==> src/sct_pkg.sv <==
// sct_pkg: shared constants and control type for the segment crossing test.
// No dependencies.
package sct_pkg;

  localparam int COORD_FRAC = 8;
  localparam int TOL_W = 16;
  localparam logic [TOL_W-1:0] TOL_RESET = 16'd7;

  typedef struct packed {
    logic vld;
    logic rej;
  } ctl_t;

endpackage

==> src/sct_back.sv <==
// sct_back: five pipeline stages from mue to the crossing decision (lambda window).
// Uses sct_pkg.
module sct_back #(
  parameter int CB = 24,
  parameter int FB = 16,
  parameter int DW = CB + 1,
  parameter int QW = FB + 1
) (
  input  logic                      clk,
  input  logic                      rst_n,
  input  logic [sct_pkg::TOL_W-1:0] tol,
  output logic                      rdy,
  input  sct_pkg::ctl_t             ctl_i,
  input  logic [QW-1:0]             q_i,
  input  logic                      neg_i,
  input  logic signed [DW-1:0]      dsel_i,
  input  logic signed [DW-1:0]      v2sel_i,
  input  logic signed [DW-1:0]      lden_i,
  output logic                      out_valid,
  input  logic                      out_stall,
  output logic                      out_crosses
);

  localparam int TOLW = sct_pkg::TOL_W;
  localparam int MW = FB + 2;
  localparam int TW = ((QW > TOLW) ? QW : TOLW) + 1;
  localparam int UW = ((FB + 3 > 19) ? FB + 3 : 19);
  localparam int LW = ((CB + FB + 6 > CB + 22) ? CB + FB + 6 : CB + 22);
  localparam int PLW = TOLW + DW;
  localparam int PUW = UW + DW + 1;

  logic e1, e2, e3, e4, e5;

  sct_pkg::ctl_t        m1_ctl_r, m2_ctl_r, m3_ctl_r, m4_ctl_r;
  logic                 m5_vld_r, m5_crs_r;
  logic signed [MW-1:0] mue_r;
  logic signed [DW-1:0] m1_dsel_r, m1_v2sel_r, m1_lden_r;
  logic signed [MW+DW-1:0] mv_r;
  logic signed [DW+FB-1:0] dsh_r;
  logic [DW-1:0]        d_r, m3_d_r;
  logic                 m2_sd_r, m3_sd_r;
  logic signed [LW-1:0] n0_r, pl_r, pu_r, n_r, l_r, u_r;

  logic signed [MW-1:0]    mue_nxt;
  logic                    rej1;
  logic signed [MW+DW-1:0] mv_w;
  logic [PLW-1:0]          pl_w;
  logic signed [UW-1:0]    uval, uu;
  logic signed [PUW-1:0]   pu_w;
  logic                    uneg;

  assign e5  = !m5_vld_r || !out_stall;
  assign e4  = !m4_ctl_r.vld || e5;
  assign e3  = !m3_ctl_r.vld || e4;
  assign e2  = !m2_ctl_r.vld || e3;
  assign e1  = !m1_ctl_r.vld || e2;
  assign rdy = e1;

  assign mue_nxt = neg_i ? -$signed({1'b0, q_i}) : $signed({1'b0, q_i});
  assign rej1 = ctl_i.rej ||
                (neg_i ? (TW'(q_i) > TW'(tol))
                       : (TW'(q_i) > ((TW'(1) << FB) + TW'(tol))));

  assign mv_w = mue_r * m1_v2sel_r;

  assign uval = (UW'(1) << FB) - $signed(UW'(tol));
  assign uneg = uval[UW-1];
  assign uu   = uneg ? uval : uval + UW'(1);
  assign pl_w = tol * d_r;
  assign pu_w = uu * $signed({1'b0, d_r});

  always_ff @(posedge clk) begin
    if (!rst_n) begin
      m1_ctl_r.vld <= 1'b0;
      m2_ctl_r.vld <= 1'b0;
      m3_ctl_r.vld <= 1'b0;
      m4_ctl_r.vld <= 1'b0;
      m5_vld_r     <= 1'b0;
    end else begin
      if (e1) m1_ctl_r <= '{vld: ctl_i.vld, rej: rej1};
      if (e2) m2_ctl_r <= m1_ctl_r;
      if (e3) m3_ctl_r <= m2_ctl_r;
      if (e4) m4_ctl_r <= m3_ctl_r;
      if (e5) m5_vld_r <= m4_ctl_r.vld;
    end
  end

  always_ff @(posedge clk) begin
    if (e1) begin
      mue_r        <= mue_nxt;
      m1_dsel_r    <= dsel_i;
      m1_v2sel_r   <= v2sel_i;
      m1_lden_r    <= lden_i;
    end
    if (e2) begin
      mv_r         <= mv_w;
      dsh_r        <= {m1_dsel_r, FB'(0)};
      d_r          <= m1_lden_r[DW-1] ? (~m1_lden_r + 1'b1) : m1_lden_r;
      m2_sd_r      <= m1_lden_r[DW-1];
    end
    if (e3) begin
      n0_r         <= LW'(dsh_r) + LW'(mv_r);
      pl_r         <= LW'($signed({1'b0, pl_w}));
      pu_r         <= LW'(pu_w);
      m3_d_r       <= d_r;
      m3_sd_r      <= m2_sd_r;
    end
    if (e4) begin
      n_r          <= m3_sd_r ? -n0_r : n0_r;
      l_r          <= (tol != '0) ? pl_r : LW'(1) - LW'($signed({1'b0, m3_d_r}));
      u_r          <= uneg ? pu_r : pu_r - LW'(1);
    end
    if (e5) begin
      m5_crs_r <= !m4_ctl_r.rej && (n_r >= l_r) && (n_r <= u_r);
    end
  end

  assign out_valid   = m5_vld_r;
  assign out_crosses = m5_crs_r;

endmodule

==> config.mk <==
export PLATFORM = sky130hd
export DESIGN_NAME = sct_back
export DESIGN_NICKNAME = d
export VERILOG_FILES = /design/src/sct_pkg.sv /design/src/sct_back.sv
export SDC_FILE = /design/constraint.sdc
export NUM_CORES = 2
export LEC_CHECK = 0
export BUFFER_PORTS_ARGS = -buffer_cell sky130_fd_sc_hd__buf_4
export CORE_ASPECT_RATIO = 1.75
export CORE_MARGIN = 10
export CORE_UTILIZATION = 47
export DETAILED_ROUTE_END_ITERATION = 8
export GPL_ROUTABILITY_DRIVEN = 0
export GPL_TIMING_DRIVEN = 0
export PLACE_DENSITY_LB_ADDON = 0.12
export SYNTH_ARGS = -nofsm -noshare
export SYNTH_HDL_FRONTEND = slang
export SYNTH_SLANG_ARGS = --single-unit
==> constraint.sdc <==
create_clock -name clk -period 29.3 [get_ports clk]
set_input_delay 2.93 -clock clk [delete_from_list [all_inputs] [get_ports clk]]
set_output_delay 2.93 -clock clk [all_outputs]
set_load 0.03 [all_outputs]
==> impl_metrics.yaml <==
yosys:
  netlist.top_cell.by_area: "fa_1"
  yosysSeqAreaShare_pct: 22.2
  syn_avg_cell_area_um2: 9.96
  syn_area_um2: 65500
  synth.area.top_cells: "fa_1 (35%), edfxtp_1 (22%), ha_1 (9.9%), inv_1 (7.9%), nand2_1 (5.7%)"
  synth_flop_cell: "edfxtp_1"
  synth_cell_types: 82
  synth-seq-cells: 487
  netlist.area_leader.share_pct: 34.5
  synth_edf_count: 482
  async_reset_ff_share_pct: 0
  ys_warn_count: 0
  syn_inst: 6579
finish:
  fin_area_um2: 70500
  final-seq-area_um2: 14600
  fin_nets: 8535
  multi_input_area_um2: 44900
  area.growth.synth_to_final_pct: 7.69
  drive_gt1_share_pct: 3.45
  fill_cells: 13000
setup_path:
  cpPeakStageDelay_ns: 0.79
  end_kind: "flop"
  slowest_stage: "xor2_1"
  path_max_fanout: 10
  critPathKind: "in -> reg"
  reg2regPathDepth: 24
  cp.arrival_ns: 13.97
  crit_path_start_kind: "primary input"
  cp_num_buf_inv: 7
  crit_family: "adder cells"
  cp_data_required_time_ns: 29.71
  cp_num_cells: 33
  crit_path_frequent_cell: "fa_1"
route:
  routed_via_density: 5.55
  wl_um: 235000
  ant_nets: 0
  wl_per_cell_um: 27.1
  drc_errors: 0
  dr_total_vias: 48100
  first_iter_violations: 3104
  dr.pass1.iters: 6
timing:
  whs_ns: 0.390
  finalCritPeriodShare_pct: 46.3
  grt_setup_unrepaired: "no"
  fmax_ghz: 0.0737
  setup_viol: 0
  fin_tns_setup_ns: 0
  maxSlewHeadroom_pct: -9.06
  drv_slew: 3
  hold_viol: 0
  tightest_slew_ns: 1.62
  fin_crit_ns: 13.56
  finClkSkew_ns: 0.0708
place:
  place_hpwl_um: 195000
  port_buffers: 113
  postPlaceCellArea_um2: 68900
floorplan:
  chipHeight_um: 514
  design.die.area_um2: 155000
  core_um2: 139000
  ios: 117
  rows: 181
  initial_core_util_pct: 47.2
  die-width_um: 302
clock_tree:
  post_cts.repair.setup_buffers: 0
  path_clk_slew_ns: 0.06
  clk_latency_ns: 0.72
  cts_resized: 0
  cts_root_buf: "clkbuf_16"
  htreeDepth: 2
  cts_sinks: 487
  cts_tree: "built"
  cts_made_buffers: 48
  max-clock-path-buffers: 3
  ctsHoldBuffers: 0
flow_run:
  drv_cap: 1
grt:
  grt_pass1_vias: 52000
  overflow: 0
  grt_start_max_net_pins: 92
  grt_pass1_wl_um: 340000
  antenna_found_initial: 34
  grt_usage_pct: 30.9
outcome:
  status: "complete, but fails checks"
  failed_checks: "max-capacitance violations, max-slew violations"
worst_hold_path:
  hold-path-cell-count: 0
  hold_class: "reg -> reg"
sequential cells by signal (all words and copies together), names as in the netlist:
name	cells
pl_r	41
n_r	46
pu_r	45
m4_ctl_r	2
d_r	25
m1_ctl_r	2
m1_dsel_r	25
mue_r	18
m1_v2sel_r	25
m1_lden_r	25
out_crosses	1
out_valid	1
m3_ctl_r	2
m3_sd_r	1
m2_sd_r	1
m3_d_r	25
n0_r	44
mv_r	43
l_r	42
dsh_r	25
m2_ctl_r	2
u_r	46
synth_stat cells, types with 7 or more instances:
| cell | n |
|---|---|
| inv_1 | 1379 |
| fa_1 | 1130 |
| nand2_1 | 999 |
| ha_1 | 516 |
| edfxtp_1 | 482 |
| and2_1 | 462 |
| clkbuf_1 | 267 |
| xnor2_1 | 204 |
| a21oi_1 | 149 |
| o21ai_0 | 124 |
| nor2_1 | 114 |
| a21o_1 | 101 |
| xor2_1 | 96 |
| nand2b_1 | 54 |
| nor3_1 | 46 |
| nand3_1 | 44 |
| nand4_1 | 34 |
| o21a_1 | 29 |
| nor2b_1 | 28 |
| o31ai_1 | 28 |
| and3_1 | 27 |
| or3_1 | 22 |
| nor4_1 | 20 |
| o21bai_1 | 19 |
| or4_1 | 14 |
| a211oi_1 | 13 |
| a31oi_1 | 13 |
| o41ai_1 | 11 |
| o211ai_1 | 10 |
| a21boi_0 | 9 |
| a211o_1 | 7 |
| a221oi_1 | 7 |
| or2_2 | 7 |
routing by layer:
metal  part of all wire [%]  track usage, %
met4                     14            32.9
met5                  0.041               0
met2                     51            53.9
met3                    6.4            6.45
met1                     29            28.2
placed cells by master, fill, tap and decap left out, types with 113 or more instances in the layout:
master,count
a21oi_1,149
and2_1,462
buf_4,113
clkbuf_1,277
edfxtp_1,482
fa_1,1130
ha_1,516
inv_1,1377
nand2_1,997
nor2_1,114
o21ai_0,124
xnor2_1,201
stage by stage:
| step | util, % | instances | worst slack [ns] |
|---|---|---|---|
| 4_1_cts | 50.7 | 8641 | 16.07 |
| 5_1_grt | 50.8 | 8650 | 15.43 |
| 6_report | 50.8 | 8668 | 15.74 |
| 3_3_place_gp | 49.5 | 8547 | 13.67 |
| 2_1_floorplan | - | 6604 | 17.23 |
| 3_5_place_dp | 49.6 | 8553 | 15.33 |
final timing paths:
check	from	end	slack (ns)
setup / recovery	tol[1]	pu_r[37]	15.74
hold / removal	m1_dsel_r[22]	dsh_r[38]	0.39
setup reg to reg	d_r[12]	pl_r[40]	19.87
hold reg to reg	m1_dsel_r[22]	dsh_r[38]	0.39
cell type report:
type | instances | area share [%]
antenna | 25 | 0.0887
clock buffer | 59 | 1.76
multi-input combinational | 4461 | 63.6
clock inverter | 29 | 0.381
inverter | 1379 | 7.35
buffer | 277 | 1.48
tap | 1830 | 3.25
timing repair buffer | 121 | 1.45
sequential | 487 | 20.7
logic make-up after synthesis:
| group | count (synthesis) | synth area share (%) |
|---|---|---|
| AND/OR/NAND/NOR | 1910 | 14.0 |
| buffers and inverters | 1656 | 9.50 |
| adder cells (fa/ha/maj) | 1646 | 44.4 |
| AO/OA/AOI/OAI | 577 | 5.78 |
| flip-flops | 487 | 22.2 |
| XOR/XNOR | 300 | 4.01 |
| multiplexers | 2 | 0.0306 |
| other | 1 | 0.00572 |
worst reg2reg max path, stage by stage, from the launching register on:
cell	delay, ns
edfxtp_1	0.85
clkbuf_1	1.11
nand2_1	0.21
fa_1	0.55
inv_1	0.06
fa_1	0.53
inv_1	0.06
fa_1	0.50
inv_1	0.06
fa_1	0.53
inv_1	0.06
fa_1	0.47
inv_1	0.05
fa_1	0.44
ha_1	0.41
nand2_1	0.08
nor2_1	0.16
o2111ai_1	0.31
a2111oi_0	0.90
o31ai_1	0.22
a31oi_1	0.34
nand4_1	0.14
nand4b_1	0.16
a21oi_1	0.12
xnor2_1	0.80
Power is not shown: default switching activity piles up to over one toggle a cycle in this logic, so the estimate is an artifact.
