--- src/sct_pkg.sv ---
// sct_pkg: shared constants and control type for the segment crossing test.
// No dependencies.
package sct_pkg;

  localparam int COORD_FRAC = 8;
  localparam int TOL_W = 16;
  localparam logic [TOL_W-1:0] TOL_RESET = 16'd7;

  typedef struct packed {
    logic vld;
    logic rej;
  } ctl_t;

endpackage

--- src/sct_div_step.sv ---
// sct_div_step: one registered restoring-division step, one quotient bit of mue.
// Uses sct_pkg.
module sct_div_step #(
  parameter int AW = 51,
  parameter int QW = 17,
  parameter int DW = 25
) (
  input  logic                 clk,
  input  logic                 rst_n,
  input  logic                 adv,
  output logic                 rdy,
  input  sct_pkg::ctl_t        ctl_i,
  input  logic [AW-1:0]        rem_i,
  input  logic [QW-1:0]        q_i,
  input  logic [AW-1:0]        ad_i,
  input  logic                 neg_i,
  input  logic signed [DW-1:0] dsel_i,
  input  logic signed [DW-1:0] v2sel_i,
  input  logic signed [DW-1:0] lden_i,
  output sct_pkg::ctl_t        ctl_o,
  output logic [AW-1:0]        rem_o,
  output logic [QW-1:0]        q_o,
  output logic [AW-1:0]        ad_o,
  output logic                 neg_o,
  output logic signed [DW-1:0] dsel_o,
  output logic signed [DW-1:0] v2sel_o,
  output logic signed [DW-1:0] lden_o
);

  sct_pkg::ctl_t ctl_r;
  logic [AW:0]   r2, diff;
  logic          ge;

  assign rdy  = !ctl_r.vld || adv;
  assign r2   = {rem_i, 1'b0};
  assign diff = r2 - {1'b0, ad_i};
  assign ge   = r2 >= {1'b0, ad_i};

  always_ff @(posedge clk) begin
    if (!rst_n) begin
      ctl_r.vld <= 1'b0;
    end else if (rdy) begin
      ctl_r <= ctl_i;
    end
  end

  always_ff @(posedge clk) begin
    if (rdy) begin
      rem_o     <= ge ? diff[AW-1:0] : r2[AW-1:0];
      q_o       <= {q_i[QW-2:0], ge};
      ad_o      <= ad_i;
      neg_o     <= neg_i;
      dsel_o    <= dsel_i;
      v2sel_o   <= v2sel_i;
      lden_o    <= lden_i;
    end
  end

  assign ctl_o = ctl_r;

endmodule

--- config.mk ---
export PLATFORM = sky130hd
export DESIGN_NAME = sct_div_step
export DESIGN_NICKNAME = d
export VERILOG_FILES = /design/src/sct_pkg.sv /design/src/sct_div_step.sv
export SDC_FILE = /design/constraint.sdc
export NUM_CORES = 1
export LEC_CHECK = 0
export BUFFER_PORTS_ARGS = -buffer_cell sky130_fd_sc_hd__buf_2
export CAP_MARGIN = 40
export CORE_MARGIN = 2
export CORE_UTILIZATION = 40
export DETAILED_ROUTE_END_ITERATION = 16
export PLACE_DENSITY = 0.69
export REMOVE_ABC_BUFFERS = 1
export SYNTH_ARGS = -nofsm -noshare
export SYNTH_HDL_FRONTEND = slang
export SYNTH_SLANG_ARGS = --single-unit
--- constraint.sdc ---
create_clock -name clk -period 23.5 [get_ports clk]
set_input_delay 5.875 -clock clk [delete_from_list [all_inputs] [get_ports clk]]
set_output_delay 5.875 -clock clk [all_outputs]
set_load 0.05 [all_outputs]
==> metrics, run 1 <==
status complete, no violations; fmax 78.28 MHz; CTS Buf Count 17; setup violators final 0; worst path required time 17.62 ns; Cells after Synth 866; I/O pin count 398; post-synth top area share 58.98%; Netlist cell types 67; Mapped Area between 9000 and 10000 um2; critical path peak fanout 45; Critical Path Start Type primary input; num rows 57; Layout area overhead 29.22%; vias in the first global route around 7800; final hold violation count 0; top cells by count, synth edfxtp_1 (196), a21oi_1 (91), nand2_1 (79); hold slack about 1.0 ns; Slew headroom 36.10%; FF+latch area 5906 um2; TritonCTS clock tree built; setup_tns 0 ns; clk buf depth 2; syn avg cell area 11.52 um2; 1st-pass router iterations 5; Cell Chain, Critical Path buf_2 > nand2b_4 > buf_2; clk sink count a little under 200; Core Util, Final 52.87%; #FFs+latches synth 197; via count 8172; CTS-repair resized insts 0; leak pwr 0.005768 uW; power density cells between 80 and 90 nW/um2; Final Max Slew Viols 0; Max Cap Violations 0; Top Family by Delay on Critical Path simple AND/OR/NAND/NOR gates; post-CTS setup buffers 0; Post-synth ARST share 0%; CTS HTree Levels 4; Synth Warn # 0; setup ws final 10.73 ns; Clk pin slew, worst setup/hold paths 0.09 ns; total track usage between 20% and 30%; CP Buf/Inv Count 2; vias per cell 5.136; CP arrival 6.90 ns; Crit. End Element output pin; Detailed Route WL 28470 um; sequential area share after synthesis roughly three fifths; min cycle time layout between 10 and 15 ns; first-pass GRT wire length 42570 um; drt drc 0; Worst Skew 0.02025 ns; initial antenna violation count 5; post-DP HPWL 22080 um; CP max stage cell nand2b_4; Detailed Route Iter0 Violations ~670; Multi-input gate area 3632 um2; Die Width 162.0 um; I/O Buffers 396; worst slack, placed 10.68 ns; largest net degree at the start of global routing 155; cts hold-fix bufs 0; Synth area leader edfxtp_1; most used cell, CP buf_2; fillers 2197; Worst-Margin Slew 0.9586 ns; # nets final 1503; CP max stage delay ~0.5 ns; fin area about 13000 um2; Die Height roughly 160 um; Peak VDD IR 0.03647 mV; top_reg_cell synth edfxtp_1; top-count cell post-synth edfxtp_1; Worst-Skew Late Latency 0.44 ns; Detail Route Antenna Nets 0; RSZ-0062 raised after global routing false; WL/cell ~18 um; Root Driver clkbuf_16; GRT overflow 0; critical path class in2out; top cells by area, synth edfxtp_1 (59%), ha_1 (6.4%), a21oi_1 (4.6%), nand2_1 (3.0%), inv_1 (2.8%); Post-synth EDFFs 196; placed cell areas 12260 um2; Initial Util ~41%; GPL Wtd Cong 0.8911; DIE AREA 26230 um2; Hold Crit Class reg2reg; Final Cycle Share 54.36%; core area between 20000 and 25000 um2; layout cells sized above 1 between 30% and 40%
-- final cells by class --
type                            instances  share of cell area, %
Sequential cell                       197                  45.79
Multi-Input combinational cell        561                  28.17
Timing Repair Buffer                  399                  15.80
Clock buffer                           17                  3.299
Tap cell                              324                  3.144
Inverter                               75                  2.183
Clock inverter                         15                  1.562
Antenna cell                            3                0.05821
-- metrics by stage --
stage          std cells  power, uW
2_1_floorplan        833      672.7
3_3_place_gp        1555      748.8
3_5_place_dp        1556      753.1
4_1_cts             1588       1061
5_1_grt             1590       1095
6_report            1591       1052
-- worst paths after layout --
path,endpoint,slack (ns),cells past startpoint,from
min,lden_o[19],1.05,1,ctl_o[1]
max,rdy,10.73,3,adv
min reg2reg,lden_o[19],1.05,1,ctl_o[1]
max reg2reg,ctl_o[0],21.43,3,ctl_o[1]
-- state kept, by name (all words and copies together), names as in the netlist --
| name | flops |
|---|---|
| neg_o | 1 |
| q_o | 17 |
| ctl_o | 2 |
| rem_o | 51 |
| ad_o | 51 |
| v2sel_o | 25 |
| lden_o | 25 |
| dsel_o | 25 |
-- cells by family after synthesis --
family | Yosys count | synth area share (%)
xor gates and xnor gates | 33 | 2.896
buffers and inverters | 108 | 4.514
muxes | 5 | 0.5266
DFF | 197 | 59.18
AOI/OAI and AO/OA | 228 | 14.42
adders and majority gates | 52 | 6.595
and+or+nand+nor | 243 | 11.87
-- cell usage in the layout, fill, tap and decap left out, types with 16 or more instances in the layout --
| cell type | Yosys | layout |
|---|---|---|
| clkbuf_16 | 0 | 17 |
| ha_1 | 51 | 51 |
| nand4_1 | 20 | 20 |
| nor2_1 | 66 | 66 |
| edfxtp_1 | 196 | 196 |
| nand2_1 | 79 | 79 |
| xnor2_1 | 17 | 17 |
| buf_2 | 15 | 396 |
| o21ai_0 | 37 | 37 |
| nand3_1 | 19 | 19 |
| a21oi_1 | 91 | 91 |
| xor2_1 | 16 | 16 |
| inv_1 | 74 | 74 |
-- power by group --
group	internal, uW	switching, uW
Combinational	80.8	227
Clock	147	160
Sequential	429	7.98
Total	657	395
-- layer usage --
metal / vias up / GRT usage, % / share of wire [%]
met5: - / 0 / 0.084
met4: 4 / 5.310 / 0.90
met3: 21 / 5.031 / 6.9
met2: 309 / 37.78 / 52
met1: 3853 / 25.37 / 40
li1: 3985 / - / -
(Power assumes the default switching activity.)
==> inputs of run 2 (changes only) <==
--- a/config.mk
+++ b/config.mk
@@ -5,12 +5,13 @@
 export SDC_FILE = /design/constraint.sdc
 export NUM_CORES = 1
 export LEC_CHECK = 0
+export ABC_AREA = 1
 export BUFFER_PORTS_ARGS = -buffer_cell sky130_fd_sc_hd__buf_2
 export CAP_MARGIN = 40
 export CORE_MARGIN = 2
 export CORE_UTILIZATION = 40
 export DETAILED_ROUTE_END_ITERATION = 16
-export PLACE_DENSITY = 0.69
+export PLACE_DENSITY = 0.7
 export REMOVE_ABC_BUFFERS = 1
 export SYNTH_ARGS = -nofsm -noshare
 export SYNTH_HDL_FRONTEND = slang
==> constraint.sdc (replaced) <==
create_clock -name clk -period 10.5 [get_ports clk]
set_input_delay 2.625 -clock clk [delete_from_list [all_inputs] [get_ports clk]]
set_output_delay 2.625 -clock clk [all_outputs]
set_load 0.05 [all_outputs]
==> run 2 against run 1 <==
  * Cell count is 37% higher
  * Critical path depth is 2 higher
  * Largest cell class unchanged
  * First-iteration DRC count is 11% higher
  * Global-route usage is 1.3 points higher
  * Worst hold slack worse by 0.38 ns
  * Core utilization is 1.8 points lower
  * Design area is 13% higher
  * Clock skew is 0.0067 ns lower
  * Synthesized area is 15% higher
  * Routed wire length is 20% higher
  * Non-clock buffer count is 3 higher
  * Power is 130% higher
  * Critical endpoint unchanged
==> metrics, run 2 <==
critical path class in2out (unchanged); reg2reg setup slack 8.25 ns (was 21.43 ns); Crit. End Element output pin (unchanged); Detailed Route WL 34200 um (was 28470 um); Final Max Slew Viols 0 (unchanged); adder-cell area share of the yosys netlist 5.717% (was 6.595%); Post-synth EDFFs 196 (unchanged); cts hold-fix bufs 0 (unchanged); most common cell after layout, fill and taps aside nand2_1 (was buf_2); post-CTS setup buffers 0 (unchanged); top cells by area, synth edfxtp_1 (51%), nand2_1 (15%), inv_1 (9.8%), ha_1 (5.5%), nor2_1 (2.5%) (was edfxtp_1 (59%), ha_1 (6.4%), a21oi_1 (4.6%), nand2_1 (3.0%), inv_1 (2.8%)); via count 10070 (was 8172); CP max stage cell buf_4 (was nand2b_4); Root Driver clkbuf_16 (unchanged); Slew headroom 49.00% (was 36.10%); I/O Buffers 396 (unchanged); num rows 62 (was 57); Detail Route Antenna Nets 0 (unchanged); power density cells 163.0 nW/um2 (was 81.60 nW/um2); GPL Wtd Cong 0.9220 (was 0.8911); RSZ-0062 raised after global routing false (unchanged); Die Height 173.7 um (was 162.0 um); core area 28550 um2 (was 24390 um2); Detailed Route Iter0 Violations 735 (was 665); initial antenna violation count 1 (was 5); CTS HTree Levels 4 (unchanged); vias in the first global route 9671 (was 7752); Die Width 173.7 um (was 162.0 um); final hold violation count 0 (unchanged); # nets final 2026 (was 1503); Max Cap Violations 0 (unchanged); Cell Chain, Critical Path buf_2 > inv_1 > nand2_4 > buf_4 > buf_2 (was buf_2 > nand2b_4 > buf_2); most used cell, CP buf_2 (unchanged); Initial Util 40.33% (was 40.92%); FF+latch area 5906 um2 (unchanged); TritonCTS clock tree built (unchanged); sequential area share after synthesis 51.30% (was 59.18%); Worst-Skew Late Latency 0.45 ns (was 0.44 ns); I/O pin count 398 (unchanged); CTS-repair resized insts 0 (unchanged); CP arrival 3.80 ns (was 6.90 ns); CP max stage delay 0.57 ns (was 0.50 ns); setup violators final 0 (unchanged); first-pass GRT wire length 51890 um (was 42570 um); #FFs+latches synth 197 (unchanged); drt drc 0 (unchanged); mux cell area share after synthesis 0% (was 0.5266%); hold slack 0.6701 ns (was 1.046 ns); Final Cycle Share between 60% and 70%; 1st-pass router iterations 5 (unchanged); top_reg_cell synth edfxtp_1 (unchanged); leak pwr 0.007780 uW (was 0.005768 uW); total power 2375 uW (was 1052 uW); Critical Path Start Type primary input (unchanged); Netlist cell types 37 (was 67); WL/cell 15.75 um (was 17.89 um); CP Buf/Inv Count 4 (was 2); clk buf depth 2 (unchanged); top-count cell post-synth nand2_1 (was edfxtp_1); status complete, no violations (unchanged); Multi-input gate area 4358 um2 (was 3632 um2); fillers 2818 (was 2197); vias per cell 4.635 (was 5.136); min cycle time layout 6.427 ns; fin area 14580 um2 (was 12900 um2); setup_tns 0 ns (unchanged); Clk pin slew, worst setup/hold paths 0.08 ns (was 0.09 ns); Worst-Margin Slew 0.7650 ns (was 0.9586 ns); placed cell areas 13970 um2 (was 12260 um2); simple-gate share of the synthesized area 26.50% (was 11.87%); largest family of logic cells by synthesized area simple AND/OR/NAND/NOR gates (was compound AO/OA/AOI/OAI gates); Top Family by Delay on Critical Path buffers and inverters (was simple AND/OR/NAND/NOR gates); Cells after Synth 1367 (was 866); CTS Buf Count 17 (unchanged); post-synthesis compound-gate area fraction 3.369% (was 14.42%); DIE AREA 30150 um2 (was 26230 um2); layout cells sized above 1 27.03% (was 35.76%); syn avg cell area 8.422 um2 (was 11.52 um2); Worst Skew 0.01352 ns (was 0.02025 ns); post-DP HPWL 28330 um (was 22080 um); critical path peak fanout 56 (was 45); top flop regs ad_o: 51 flops, rem_o: 51 flops (unchanged); Synth area leader edfxtp_1 (unchanged); clk sink count 197 (unchanged); largest net degree at the start of global routing 67 (was 155); xor/xnor share of the synthesized area 2.206% (was 2.896%); worst path required time 7.88 ns (was 17.62 ns); Peak VDD IR 0.08201 mV (was 0.03647 mV); Hold Crit Class reg2reg (unchanged); Synth Warn # 0 (unchanged); commonest cells after routing, fill and taps aside nand2_1 (469), buf_2 (396), inv_1 (302) (was buf_2 (396), edfxtp_1 (196), a21oi_1 (91)); Mapped Area 11510 um2 (was 9980 um2); fmax 155.6 MHz; total track usage 22.31% (was 21.02%); Layout area overhead 26.61% (was 29.22%); GRT overflow 0 (unchanged); Post-synth ARST share 0% (unchanged); post-synth top area share 51.12% (was 58.98%); top cells by count, synth nand2_1 (470), inv_1 (302), edfxtp_1 (196) (was edfxtp_1 (196), a21oi_1 (91), nand2_1 (79))
-- run 2: cell type report --
type | instances | area share [%]
antenna | 1 | 0.01717
clock buffer | 17 | 2.919
clock inverter | 15 | 1.210
inverter | 311 | 8.009
multi-input combinational | 845 | 29.90
sequential | 197 | 40.52
tap | 384 | 3.296
timing repair buffer | 402 | 14.13
-- run 2: worst paths after layout --
path         cells after the start  endpoint      from
max reg2reg                      4  ad_o[13]  ctl_o[1]
max                              5       rdy       adv
min reg2reg                      1  ctl_o[0]  ctl_o[1]
min                              1  ctl_o[0]  ctl_o[1]
-- run 2: kinds of logic (layout without fill, tap and decap cells) --
kind of cell,count (synthesis),count (layout)
simple gates,694,694
buf+inv,325,745
flops,197,197
compound gates,70,70
fa+ha+maj,52,52
xor+xnor,29,29
other cells,0,1
-- run 2: routing by layer --
metal | routed length, um | GRT usage, % | share of wire, %
met1 | 14010 | 26.73 | 41
met2 | 17580 | 40.98 | 51
met3 | 2088 | 4.386 | 6.1
met4 | 529 | 5.602 | 1.5
met5 | 0 | 0 | 0
-- run 2: where the power goes --
| part | internal, uW | switching, uW | total, uW | leakage, uW |
|---|---|---|---|---|
| registers | 959 | 17.4 | 976 | 0.00205 |
| clock network | 326 | 344 | 669 | 0.000292 |
| logic | 181 | 549 | 730 | 0.00544 |
-- run 2: per-stage QoR --
stage,instances,util [%],setup WS (ns)
floorplan,1353,-,0.7691
CTS,2171,51.05,4.064
global placement,2137,48.77,4.064
finish,2172,51.06,4.073
detailed placement,2139,48.94,4.066
global route,2172,51.06,3.974
==> inputs of run 3 (changes only) <==
==> constraint.sdc (replaced) <==
create_clock -name clk -period 5.4 [get_ports clk]
set_input_delay 1.35 -clock clk [delete_from_list [all_inputs] [get_ports clk]]
set_output_delay 1.35 -clock clk [all_outputs]
set_load 0.05 [all_outputs]
==> run 3 against run 2 <==
  * Design area shrank 0.35%
  * Combinational power grew 95%
  * Clock power grew 85%
  * Non-clock buffer count is the same
  * Clock skew shrank 0.0026 ns
  * Die area is the same
==> metrics, run 3 (same netlist as run 2, synthesis figures left out) <==
status complete, no violations (unchanged); Final Max Slew Viols 0 (unchanged); Slew headroom 42.08% (was 49.00%); Peak VDD IR 0.2114 mV (was 0.08201 mV); CTS Buf Count 17 (unchanged); WL/cell 15.73 um (was 15.75 um); DIE AREA 30150 um2 (unchanged); largest net degree at the start of global routing 144 (was 67); critical path peak fanout 50 (was 56); Die Height 173.7 um (unchanged); placed cell areas 13950 um2 (was 13970 um2); 1st-pass router iterations 8 (was 5); I/O Buffers 396 (unchanged); GRT overflow 0 (unchanged); Detailed Route WL 34170 um (was 34200 um); worst path required time 5.71 ns (was 7.88 ns); FF+latch area 5906 um2 (unchanged); leak pwr 0.007751 uW (was 0.007780 uW); Max Cap Violations 0 (unchanged); Die Width 173.7 um (unchanged); total track usage 22.49% (was 22.31%); setup violators final 0 (unchanged); RSZ-0062 raised after global routing false (unchanged); Critical Path Start Type primary input (unchanged); commonest cells after routing, fill and taps aside nand2_1 (469), buf_2 (396), inv_1 (302) (unchanged); clk sink count 197 (unchanged); setup_tns 0 ns (unchanged); GPL Wtd Cong 0.9404 (was 0.9220); initial antenna violation count 2 (was 1); Detailed Route Iter0 Violations 738 (was 735); Worst-Skew Late Latency 0.46 ns (was 0.45 ns); I/O pin count 398 (unchanged); Clk pin slew, worst setup/hold paths 0.07 ns (was 0.08 ns); core area 28550 um2 (unchanged); TritonCTS clock tree built (unchanged); fmax approximately 280 MHz; Root Driver clkbuf_16 (unchanged); CP max stage delay 0.42 ns (was 0.57 ns); Detail Route Antenna Nets 0 (unchanged); Worst-Margin Slew 0.8688 ns (was 0.7650 ns); Crit. End Element flop (was output pin); CTS HTree Levels 4 (unchanged); CTS-repair resized insts 0 (unchanged); CP Buf/Inv Count 4 (unchanged); power density cells 313.2 nW/um2 (was 163.0 nW/um2); Cell Chain, Critical Path buf_2 > inv_1 > ha_1 > nand2_1 > nor2_1 > inv_1 > nor2_4 > nand2_2 > nor3_4 > nand2_4 > nand3_4 > buf_4 > nand3_1 > nand2_1 (was buf_2 > inv_1 > nand2_4 > buf_4 > buf_2); Top Family by Delay on Critical Path simple AND/OR/NAND/NOR gates (was buffers and inverters); Worst Skew 0.01087 ns (was 0.01352 ns); Initial Util 40.33% (unchanged); min cycle time layout 3.581 ns; fillers 2794 (was 2818); post-CTS setup buffers 0 (unchanged); Hold Crit Class reg2reg (unchanged); most common cell after layout, fill and taps aside nand2_1 (unchanged); Final Cycle Share 66.32%; final cell count without fillers 2172 (unchanged); # nets final 2026 (unchanged); layout cells sized above 1 26.97% (was 27.03%); total power 4549 uW (was 2375 uW); final hold violation count 0 (unchanged); Inst Count DP 2139 (unchanged); worst slack, placed 1.317 ns (was 4.066 ns); num rows 62 (unchanged); Layout area overhead 26.16% (was 26.61%); setup ws final 1.819 ns (was 4.073 ns); post-DP HPWL 27930 um (was 28330 um); critical path class in2reg (was in2out); clk buf depth 2 (unchanged); cts hold-fix bufs 0 (unchanged); drt drc 0 (unchanged); CP arrival 3.89 ns (was 3.80 ns); Multi-input gate area 4358 um2 (unchanged); top flop regs ad_o: 51 flops, rem_o: 51 flops (unchanged); fin area 14520 um2 (was 14580 um2); CP max stage cell buf_4 (unchanged); first-pass GRT wire length 51720 um (was 51890 um); vias per cell 4.617 (was 4.635); vias in the first global route 9719 (was 9671); via count 10030 (was 10070)
run 3: cell count changes in the layout (fill, tap and decap cells not counted):
cell / before / now
clkinv_2: 1 / 2
buf_4: 4 / 5
buf_16: 1 / 0
clkinvlp_4: 1 / 3
clkinv_4: 1 / 0
clkbuf_1: 0 / 1
inv_12: 2 / 0
inv_6: 2 / 3
inv_8: 5 / 3
run 3: power by group:
part / total (uW) / internal [uW] / leakage [uW] / switching, uW
registers: 1900 / 1860 / 0.00205 / 32.7
logic: 1420 / 349 / 0.00543 / 1070
clock network: 1240 / 612 / 0.000271 / 624
run 3: final cells by class:
| type | count | area share, % |
|---|---|---|
| Sequential cell | 197 | 40.66 |
| Timing Repair Buffer | 402 | 14.04 |
| Inverter | 311 | 8.038 |
| Antenna cell | 1 | 0.01723 |
| Clock buffer | 18 | 2.955 |
| Tap cell | 384 | 3.308 |
| Clock inverter | 14 | 0.9735 |
| Multi-Input combinational cell | 845 | 30.01 |
run 3: path summary, 6_finish.rpt:
kind / startpoint / endpoint / slack (ns) / cells past startpoint
worst min-delay path: ctl_o[1] / ctl_o[0] / 0.66 / 1
worst max-delay path: ad_i[31] / rem_o[45] / 1.82 / 14
worst max register to register: ctl_o[1] / rem_o[7] / 3.19 / 3
worst min register to register: ctl_o[1] / ctl_o[0] / 0.66 / 1
run 3: routing by layer:
metal	GRT usage [%]	up-vias	routed length, um
met5	0	-	13
met4	8.543	2	1000
li1	-	5103	-
met2	40.18	332	17120
met3	4.978	58	2261
met1	26.38	4533	13770
run 3: metrics by stage:
step | hold WS (ns) | util (%)
final | 0.6554 | 50.88
after global routing | 0.6807 | 50.88
after floorplan | 0.8150 | -
after detailed placement | 0.6507 | 48.87
after global placement | 0.6300 | 48.87
after CTS | 0.6643 | 50.87
